--- src/rtl/v4tup_pkg.sv ---
// Package for the IPv4 five-tuple parser: frame offsets, protocol constants,
// status codes and the structs passed between the capture and check logic.
// No dependencies.
`default_nettype none

package v4tup_pkg;

  // Byte positions and limits within the frame
  localparam int unsigned COUNT_W = 7;
  localparam logic [COUNT_W-1:0] COUNT_MAX      = 7'd127;
  localparam logic [COUNT_W-1:0] ETH_HDR_BYTES  = 7'd14;
  localparam logic [COUNT_W-1:0] IP_HDR_END     = 7'd34;
  localparam logic [COUNT_W-1:0] POS_TYPE_HI    = 7'd12;
  localparam logic [COUNT_W-1:0] POS_TYPE_LO    = 7'd13;
  localparam logic [COUNT_W-1:0] POS_IHL        = 7'd14;
  localparam logic [COUNT_W-1:0] POS_FRAG_HI    = 7'd20;
  localparam logic [COUNT_W-1:0] POS_FRAG_LO    = 7'd21;
  localparam logic [COUNT_W-1:0] POS_PROTO      = 7'd23;
  localparam logic [COUNT_W-1:0] POS_SRC_FIRST  = 7'd26;
  localparam logic [COUNT_W-1:0] POS_SRC_LAST   = 7'd29;
  localparam logic [COUNT_W-1:0] POS_DST_FIRST  = 7'd30;
  localparam logic [COUNT_W-1:0] POS_DST_LAST   = 7'd33;
  localparam logic [COUNT_W-1:0] PORT_BYTES     = 7'd4;

  // Protocol constants
  localparam logic [15:0] ETHERTYPE_IPV4 = 16'h0800;
  localparam logic [3:0]  IHL_MIN        = 4'd5;
  localparam logic [13:0] FRAG_MASK      = 14'h3FFF;
  localparam logic [7:0]  PROTO_TCP      = 8'd6;
  localparam logic [7:0]  PROTO_UDP      = 8'd17;

  typedef enum logic [1:0] {
    STATUS_OK    = 2'd0,
    STATUS_TRUNC = 2'd1,
    STATUS_UNSUP = 2'd2
  } status_t;

  // Captured header fields, including the byte now being taken
  typedef struct packed {
    logic [COUNT_W-1:0] byte_count;
    logic [15:0]        eth_type;
    logic [3:0]         header_words;
    logic [13:0]        fragment_field;
    logic [7:0]         protocol;
    logic [31:0]        src_ip;
    logic [31:0]        dst_ip;
    logic [31:0]        ports;
  } flow_fields_t;

  // One parse result
  typedef struct packed {
    status_t     status;
    logic [31:0] source_address;
    logic [31:0] dest_address;
    logic [15:0] source_port;
    logic [15:0] dest_port;
    logic [7:0]  protocol;
  } tuple_t;

endpackage

`default_nettype wire

--- src/rtl/v4tup_if.sv ---
// Valid/ready channel interfaces for the frame byte stream and the results.
// Depends on nothing.
`default_nettype none

interface v4tup_frame_if;
  logic       valid;
  logic       ready;
  logic [7:0] frame_byte;
  logic       last_byte;

  modport source (output valid, output frame_byte, output last_byte, input ready);
  modport sink   (input valid, input frame_byte, input last_byte, output ready);
endinterface

interface v4tup_result_if;
  logic        valid;
  logic        ready;
  logic [1:0]  status;
  logic [31:0] source_address;
  logic [31:0] dest_address;
  logic [15:0] source_port;
  logic [15:0] dest_port;
  logic [7:0]  protocol;

  modport source (output valid, output status, output source_address,
                  output dest_address, output source_port, output dest_port,
                  output protocol, input ready);
  modport sink   (input valid, input status, input source_address,
                  input dest_address, input source_port, input dest_port,
                  input protocol, output ready);
endinterface

`default_nettype wire

--- src/rtl/v4tup_capture.sv ---
// Header field capture: byte counter and the registers that pick the
// ethertype, IHL, fragment field, protocol, addresses and ports. Uses v4tup_pkg.
`default_nettype none

module v4tup_capture import v4tup_pkg::*; (
  input  wire logic         clk,
  input  wire logic         rst,
  input  wire logic         step,
  input  wire logic [7:0]   frame_byte,
  input  wire logic         last_byte,
  output flow_fields_t      fields
);

  flow_fields_t state;
  flow_fields_t state_next;

  logic [COUNT_W-1:0] pos;
  logic [3:0]         ihl_now;
  logic [COUNT_W-1:0] port_start;
  logic [COUNT_W-1:0] port_offset;

  assign pos = state.byte_count;

  // IHL in effect for this byte, including the one now being taken
  assign ihl_now = (pos == POS_IHL) ? frame_byte[3:0] : state.header_words;

  // Start of the ports: 14 + 4 * IHL, at most 74
  assign port_start  = ETH_HDR_BYTES + {1'b0, ihl_now, 2'b00};
  assign port_offset = pos - port_start;

  // Fold the current byte into the captured fields
  always_comb begin
    state_next = state;
    if (pos < COUNT_MAX) begin
      state_next.byte_count = pos + 7'd1;
      if (pos == POS_TYPE_HI || pos == POS_TYPE_LO) begin
        state_next.eth_type = {state.eth_type[7:0], frame_byte};
      end else if (pos == POS_IHL) begin
        state_next.header_words = frame_byte[3:0];
      end else if (pos == POS_FRAG_HI) begin
        state_next.fragment_field = {frame_byte[5:0], state.fragment_field[7:0]};
      end else if (pos == POS_FRAG_LO) begin
        state_next.fragment_field = {state.fragment_field[13:8], frame_byte};
      end else if (pos == POS_PROTO) begin
        state_next.protocol = frame_byte;
      end else if (pos >= POS_SRC_FIRST && pos <= POS_SRC_LAST) begin
        state_next.src_ip = {state.src_ip[23:0], frame_byte};
      end else if (pos >= POS_DST_FIRST && pos <= POS_DST_LAST) begin
        state_next.dst_ip = {state.dst_ip[23:0], frame_byte};
      end
      if (ihl_now >= IHL_MIN && pos >= port_start &&
          port_offset < PORT_BYTES) begin
        state_next.ports = {state.ports[23:0], frame_byte};
      end
    end
  end

  // Advance on each byte, clear after the final byte of a frame
  always_ff @(posedge clk) begin
    if (rst) begin
      state <= '0;
    end else if (step) begin
      if (last_byte) begin
        state <= '0;
      end else begin
        state <= state_next;
      end
    end
  end

  assign fields = state_next;

endmodule

`default_nettype wire

--- src/rtl/v4tup_judge.sv ---
// Frame checks in priority order and masking of the tuple on a bad status.
// Uses v4tup_pkg.
`default_nettype none

module v4tup_judge import v4tup_pkg::*; (
  input  wire flow_fields_t fields,
  output tuple_t            tuple
);

  logic [COUNT_W-1:0] ports_end;
  status_t            status;

  // End of the port words: 14 + 4 * IHL + 4, at most 78
  assign ports_end = ETH_HDR_BYTES + {1'b0, fields.header_words, 2'b00} + PORT_BYTES;

  // Pick the first failing check
  always_comb begin
    if (fields.byte_count < ETH_HDR_BYTES) begin
      status = STATUS_TRUNC;
    end else if (fields.eth_type != ETHERTYPE_IPV4) begin
      status = STATUS_UNSUP;
    end else if (fields.byte_count < IP_HDR_END) begin
      status = STATUS_TRUNC;
    end else if (fields.header_words < IHL_MIN) begin
      status = STATUS_TRUNC;
    end else if ((fields.fragment_field & FRAG_MASK) != 14'd0) begin
      status = STATUS_UNSUP;
    end else if (fields.protocol != PROTO_TCP && fields.protocol != PROTO_UDP) begin
      status = STATUS_UNSUP;
    end else if (fields.byte_count < ports_end) begin
      status = STATUS_TRUNC;
    end else begin
      status = STATUS_OK;
    end
  end

  // Zero the tuple unless the frame passed
  always_comb begin
    tuple        = '0;
    tuple.status = status;
    if (status == STATUS_OK) begin
      tuple.source_address = fields.src_ip;
      tuple.dest_address   = fields.dst_ip;
      tuple.source_port    = fields.ports[31:16];
      tuple.dest_port      = fields.ports[15:0];
      tuple.protocol       = fields.protocol;
    end
  end

endmodule

`default_nettype wire

--- src/rtl/ipv4_five_tuple_parser.sv ---
// The final byte goes through the input register before the result register loads.
// Throughput: one frame byte per cycle; the input stage stalls only while a
// final byte waits behind a result that has not been taken.
// Reset: synchronous rst empties the input and result registers and clears
// all captured header fields. Depends on v4tup_pkg, v4tup_if, v4tup_capture, v4tup_judge.
`default_nettype none

module ipv4_five_tuple_parser import v4tup_pkg::*; (
  input  wire logic      clk,
  input  wire logic      rst,
  v4tup_frame_if.sink    frame,
  v4tup_result_if.source result
);

  logic         in_valid;
  logic [7:0]   in_byte;
  logic         in_last;
  logic         advance;
  logic         out_valid;
  tuple_t       out_tuple;
  flow_fields_t fields;
  tuple_t       tuple;

  // Hold a final byte only while the result register is full and stalled
  assign advance     = in_valid && (!in_last || !out_valid || result.ready);
  assign frame.ready = !in_valid || advance;

  // Input register
  always_ff @(posedge clk) begin
    if (rst) begin
      in_valid <= 1'b0;
    end else if (frame.ready) begin
      in_valid <= frame.valid;
    end
  end

  always_ff @(posedge clk) begin
    if (frame.valid && frame.ready) begin
      in_byte <= frame.frame_byte;
      in_last <= frame.last_byte;
    end
  end

  v4tup_capture u_capture (
    .clk        (clk),
    .rst        (rst),
    .step       (advance),
    .frame_byte (in_byte),
    .last_byte  (in_last),
    .fields     (fields)
  );

  v4tup_judge u_judge (
    .fields (fields),
    .tuple  (tuple)
  );

  // Result register: load on a final byte, drop after transfer
  always_ff @(posedge clk) begin
    if (rst) begin
      out_valid <= 1'b0;
    end else if (advance && in_last) begin
      out_valid <= 1'b1;
    end else if (result.ready) begin
      out_valid <= 1'b0;
    end
  end

  always_ff @(posedge clk) begin
    if (advance && in_last) begin
      out_tuple <= tuple;
    end
  end

  assign result.valid          = out_valid;
  assign result.status         = out_tuple.status;
  assign result.source_address = out_tuple.source_address;
  assign result.dest_address   = out_tuple.dest_address;
  assign result.source_port    = out_tuple.source_port;
  assign result.dest_port      = out_tuple.dest_port;
  assign result.protocol       = out_tuple.protocol;

endmodule

`default_nettype wire

--- src/flat_wrapper.sv ---
// flat-port wrapper written by rule: the top's interface ports become plain ports
module ipv4_five_tuple_parser_flat import v4tup_pkg::*;
  (clk, rst, frame_valid, frame_frame_byte, frame_last_byte, frame_ready, result_valid, result_status, result_source_address, result_dest_address, result_source_port, result_dest_port, result_protocol, result_ready);
  v4tup_frame_if frame_i ();
  v4tup_result_if result_i ();
  input  wire logic clk;
  input  wire logic rst;
  input wire logic [$bits(frame_i.valid)-1:0] frame_valid;
  input wire logic [$bits(frame_i.frame_byte)-1:0] frame_frame_byte;
  input wire logic [$bits(frame_i.last_byte)-1:0] frame_last_byte;
  output wire logic [$bits(frame_i.ready)-1:0] frame_ready;
  output wire logic [$bits(result_i.valid)-1:0] result_valid;
  output wire logic [$bits(result_i.status)-1:0] result_status;
  output wire logic [$bits(result_i.source_address)-1:0] result_source_address;
  output wire logic [$bits(result_i.dest_address)-1:0] result_dest_address;
  output wire logic [$bits(result_i.source_port)-1:0] result_source_port;
  output wire logic [$bits(result_i.dest_port)-1:0] result_dest_port;
  output wire logic [$bits(result_i.protocol)-1:0] result_protocol;
  input wire logic [$bits(result_i.ready)-1:0] result_ready;
  assign frame_i.valid = frame_valid;
  assign frame_i.frame_byte = frame_frame_byte;
  assign frame_i.last_byte = frame_last_byte;
  assign frame_ready = frame_i.ready;
  assign result_valid = result_i.valid;
  assign result_status = result_i.status;
  assign result_source_address = result_i.source_address;
  assign result_dest_address = result_i.dest_address;
  assign result_source_port = result_i.source_port;
  assign result_dest_port = result_i.dest_port;
  assign result_protocol = result_i.protocol;
  assign result_i.ready = result_ready;
  ipv4_five_tuple_parser u_core (.clk(clk), .rst(rst), .frame(frame_i), .result(result_i));
endmodule
--- config.mk ---
export PLATFORM = sky130hd
export DESIGN_NAME = ipv4_five_tuple_parser_flat
export DESIGN_NICKNAME = d
export VERILOG_FILES = /design/src/rtl/v4tup_pkg.sv /design/src/rtl/v4tup_if.sv /design/src/rtl/v4tup_capture.sv /design/src/rtl/v4tup_judge.sv /design/src/rtl/ipv4_five_tuple_parser.sv /design/src/flat_wrapper.sv
export SDC_FILE = /design/constraint.sdc
export NUM_CORES = 1
export LEC_CHECK = 0
export CELL_PAD_IN_SITES_DETAIL_PLACEMENT = 2
export CELL_PAD_IN_SITES_GLOBAL_PLACEMENT = 2
export CORE_MARGIN = 2
export CORE_UTILIZATION = 45
export CTS_CLUSTER_SIZE = 20
export DETAILED_ROUTE_END_ITERATION = 8
export DONT_BUFFER_PORTS = 1
export PLACE_DENSITY_LB_ADDON = 0.1
export SLEW_MARGIN = 20
export SYNTH_ARGS = -nofsm -noshare
export SYNTH_HDL_FRONTEND = slang
export SYNTH_SLANG_ARGS = --single-unit
--- constraint.sdc ---
create_clock -name clk -period 9.92 [get_ports clk]
set_input_delay 1.984 -clock clk [delete_from_list [all_inputs] [get_ports clk]]
set_output_delay 1.984 -clock clk [all_outputs]
set_load 0.02 [all_outputs]
==> results.sh <==
export IMPL_floorplan_initialDensity_pct=45.9
export IMPL_maxSlewHeadroom_pct=23.1
export IMPL_finalSetupTns_ns=0
export IMPL_place_congestion=0.775
export IMPL_yosysTopAreaCellShare_pct=27.0
export IMPL_fp_coreArea_sq_um=27900
export IMPL_num_vias=9584
export IMPL_crit_path_max_fanout=49
export IMPL_synthFlopType="dfxtp_1"
export IMPL_cts_sinks=262
export IMPL_yosysMostFrequentCell="dfxtp_1"
export IMPL_status="finished, final reports clean"
export IMPL_rows=61
export IMPL_io_pins=121
export IMPL_synth_area_sq_um=12800
export IMPL_r2r_cells=13
export IMPL_drc=0
export IMPL_hold_depth=2
export IMPL_timing_fmax_mhz=186
export IMPL_synth_edf_count=115
export IMPL_timing_final_crit_share_pct=54.3
export IMPL_hold_path_startpoint="u_core.u_capture.state[88]"
export IMPL_layout_nets=1153
export IMPL_avgSynthCellArea_sq_um=10.8
export IMPL_ctsResizeCount=0
export IMPL_path_buf_inv=2
export IMPL_hold_buffers=0
export IMPL_yosysTopAreaCell="edfxtp_1"
export IMPL_grt_use_total_pct=25.7
export IMPL_ys_seq_area_share_pct=50.0
export IMPL_dieArea_sq_um=29800
export IMPL_cp_common_cell="ha_1"
export IMPL_drt_pass1_iter_count=5
export IMPL_critPathMaxStageDelay_ns=1.00
export IMPL_worst_path_stages=13
export IMPL_critPathTopFamily="simple AND/OR/NAND/NOR gates"
export IMPL_hpwlAfterDp_mm=24.2
export IMPL_grt_pass1_wl_mm=61.2
export IMPL_regToRegSetupSlack_ns=4.53
export IMPL_area_growth_pct=9.58
export IMPL_clock_skew_ns=0.0209
export IMPL_rr_endpoint="u_core.u_capture.state[16]"
export IMPL_worstPathRequired_ns=10.37
export IMPL_hold_path_end="u_core.u_capture.state[88]"
export IMPL_slew_violations=0
export IMPL_cp_start_kind="flop"
export IMPL_hold_path_class="flop to flop"
export IMPL_gr_total_overflow=0
export IMPL_synth_area_leaders="edfxtp_1, dfxtp_1, a22oi_1"
export IMPL_die_w_um=173
export IMPL_cts_buffers_inserted=30
export IMPL_grt_pass1_vias=10100
export IMPL_drtIter0Drc=817
export IMPL_drt_total_wl_mm=39.0
export IMPL_p_per_area_nw_per_um2=167
export IMPL_async_flop_share_pct=0
export IMPL_peakVddDrop_v=0.000167
export IMPL_grt_max_degree=173
export IMPL_timing_rr_start="u_core.u_capture.pos[2]"
export IMPL_cp_data_arrival_time_ns=5.83
export IMPL_rsz0062_at_grt="no"
export IMPL_port_buffers=0
export IMPL_die_h_um=173
export IMPL_final_layout_size_suffix_gt1_share_pct=17.1
export IMPL_dp_cells=1468
export IMPL_diodes=0
export IMPL_vias_per_cell=6.29
export IMPL_clk_latency_ns=0.57
export IMPL_root_buffer="clkbuf_16"
export IMPL_finalCriticalPeriod_ns=5.39
export IMPL_cap_viol_max_count=0
export IMPL_tightestPinTransition_ns=1.15
export IMPL_cts_htree_levels=1
export IMPL_synth_seq_cells=262
export IMPL_post_cts_setup_buffer_count=0
export IMPL_hold_viol=0
export IMPL_synthCells=1185
export IMPL_fin_hold_ws_ns=0.498
export IMPL_setup_viol=0
export IMPL_yosysWarnings=0
export IMPL_fin_cells=1524
export IMPL_detail_route_antenna_nets=0
export IMPL_p_leak_nw=4.22
export IMPL_wl_per_cell_um=25.6
export IMPL_synth_top_cells_by_count="dfxtp_1, nor2_1, edfxtp_1"
export IMPL_slowest_stage="nand4_1"
export IMPL_endpoint_kind="flop"
export IMPL_setup_worst_path_class="flop to flop"
export IMPL_path_clk_slew_ns=0.06
export IMPL_path_cells="nor4b_4 > nand3_2 > mux2_2 > ha_1 > inv_1 > ha_1 > xnor2_1 > o21ai_0 > or3_1 > nor3_2 > buf_4 > nand4_1 > o221ai_1"
export IMPL_ys_types=64
export IMPL_ctsLongestPathBuffers=3
export IMPL_grt_antenna_before_repair=0
export IMPL_cts_tree="yes"
metrics by stage:
stage	worst slack [ns]	cell area (sq um)	util (%)	power [mW]
6_report	4.53	14000	50.3	2.34
5_1_grt	4.17	14000	50.3	2.41
4_1_cts	4.49	14000	50.3	2.36
3_5_place_dp	4.55	13000	46.5	1.21
3_3_place_gp	4.73	13000	46.5	1.21
2_1_floorplan	4.81	12800	-	1.19
worst max-delay path by stage:
stage / slack [ns] / start / end
2_1_floorplan: 4.81 / result_ready / u_core.result.dest_address[0]
3_3_place_gp: 4.73 / u_core.u_capture.pos[2] / u_core.u_capture.state[15]
3_5_place_dp: 4.55 / u_core.u_capture.pos[2] / u_core.u_capture.state[21]
4_1_cts: 4.49 / u_core.u_capture.pos[2] / u_core.u_capture.state[21]
5_1_grt: 4.17 / u_core.u_capture.pos[2] / u_core.u_capture.state[16]
6_report: 4.53 / u_core.u_capture.pos[2] / u_core.u_capture.state[16]
cells in the final DEF (no fill, tap or decap), types with 32 or more instances in the layout:
master / netlist / final
dfxtp_1: 147 / 147
nor2_1: 127 / 127
or3_1: 34 / 34
mux2i_1: 75 / 75
inv_1: 34 / 34
nand4_1: 37 / 37
nor3_2: 66 / 65
edfxtp_1: 115 / 115
a211oi_2: 32 / 32
a22oi_1: 109 / 109
o31ai_1: 32 / 32
sequential cells by signal, summed over array words and instances (netlist names):
register,flops
u_core.u_capture.state,138
u_core.result.dest_port,16
u_core.result.valid,1
u_core.u_capture.pos,7
u_core.result.status,2
u_core.in_byte,8
u_core.in_valid,1
u_core.result.dest_address,32
u_core.result.source_port,16
u_core.result.source_address,32
u_core.result.protocol,8
u_core.in_last,1
worst reg2reg max path: stages (launching register included):
cell      delay (ns)
dfxtp_1         0.77
nor4b_4         0.39
nand3_2         0.25
mux2_2          0.41
ha_1            0.29
inv_1           0.04
ha_1            0.33
xnor2_1         0.17
o21ai_0         0.08
or3_1           0.34
nor3_2          0.16
buf_4           0.46
nand4_1         1.01
o221ai_1        0.60
cell families after synthesis:
| family | Yosys count | share of synthesized area [%] |
|---|---|---|
| DFF | 262 | 50.0 |
| AOI/OAI and AO/OA | 270 | 17.0 |
| buffers and inverters | 151 | 5.23 |
| and+or+nand+nor | 397 | 19.2 |
| other | 1 | 0.0293 |
| adders and majority gates | 18 | 1.82 |
| muxes | 80 | 6.31 |
| xor gates and xnor gates | 6 | 0.411 |
layout make-up:
type                    count  area [sq um]
clock buffers              42           877
clock inverters            14           169
fillers                  2723         13800
inverters                  34           128
multi-input cells         775          5830
flip-flops and latches    262          6400
well taps                 378           473
repair buffers             19           146
power breakdown:
part / switching [mW] / internal (mW) / total, mW
clock network: 0.461 / 0.695 / 1.16
registers: 0.0139 / 1.13 / 1.14
logic: 0.0330 / 0.00759 / 0.0406
per-layer routing:
layer,global-route usage (%),vias to the layer above,wire length (um)
li1,-,4366,-
met1,34.8,4959,17600
met2,44.0,208,19100
met3,3.23,51,1370
met4,5.91,0,901
met5,0,-,0
(Power assumes the default switching activity.)
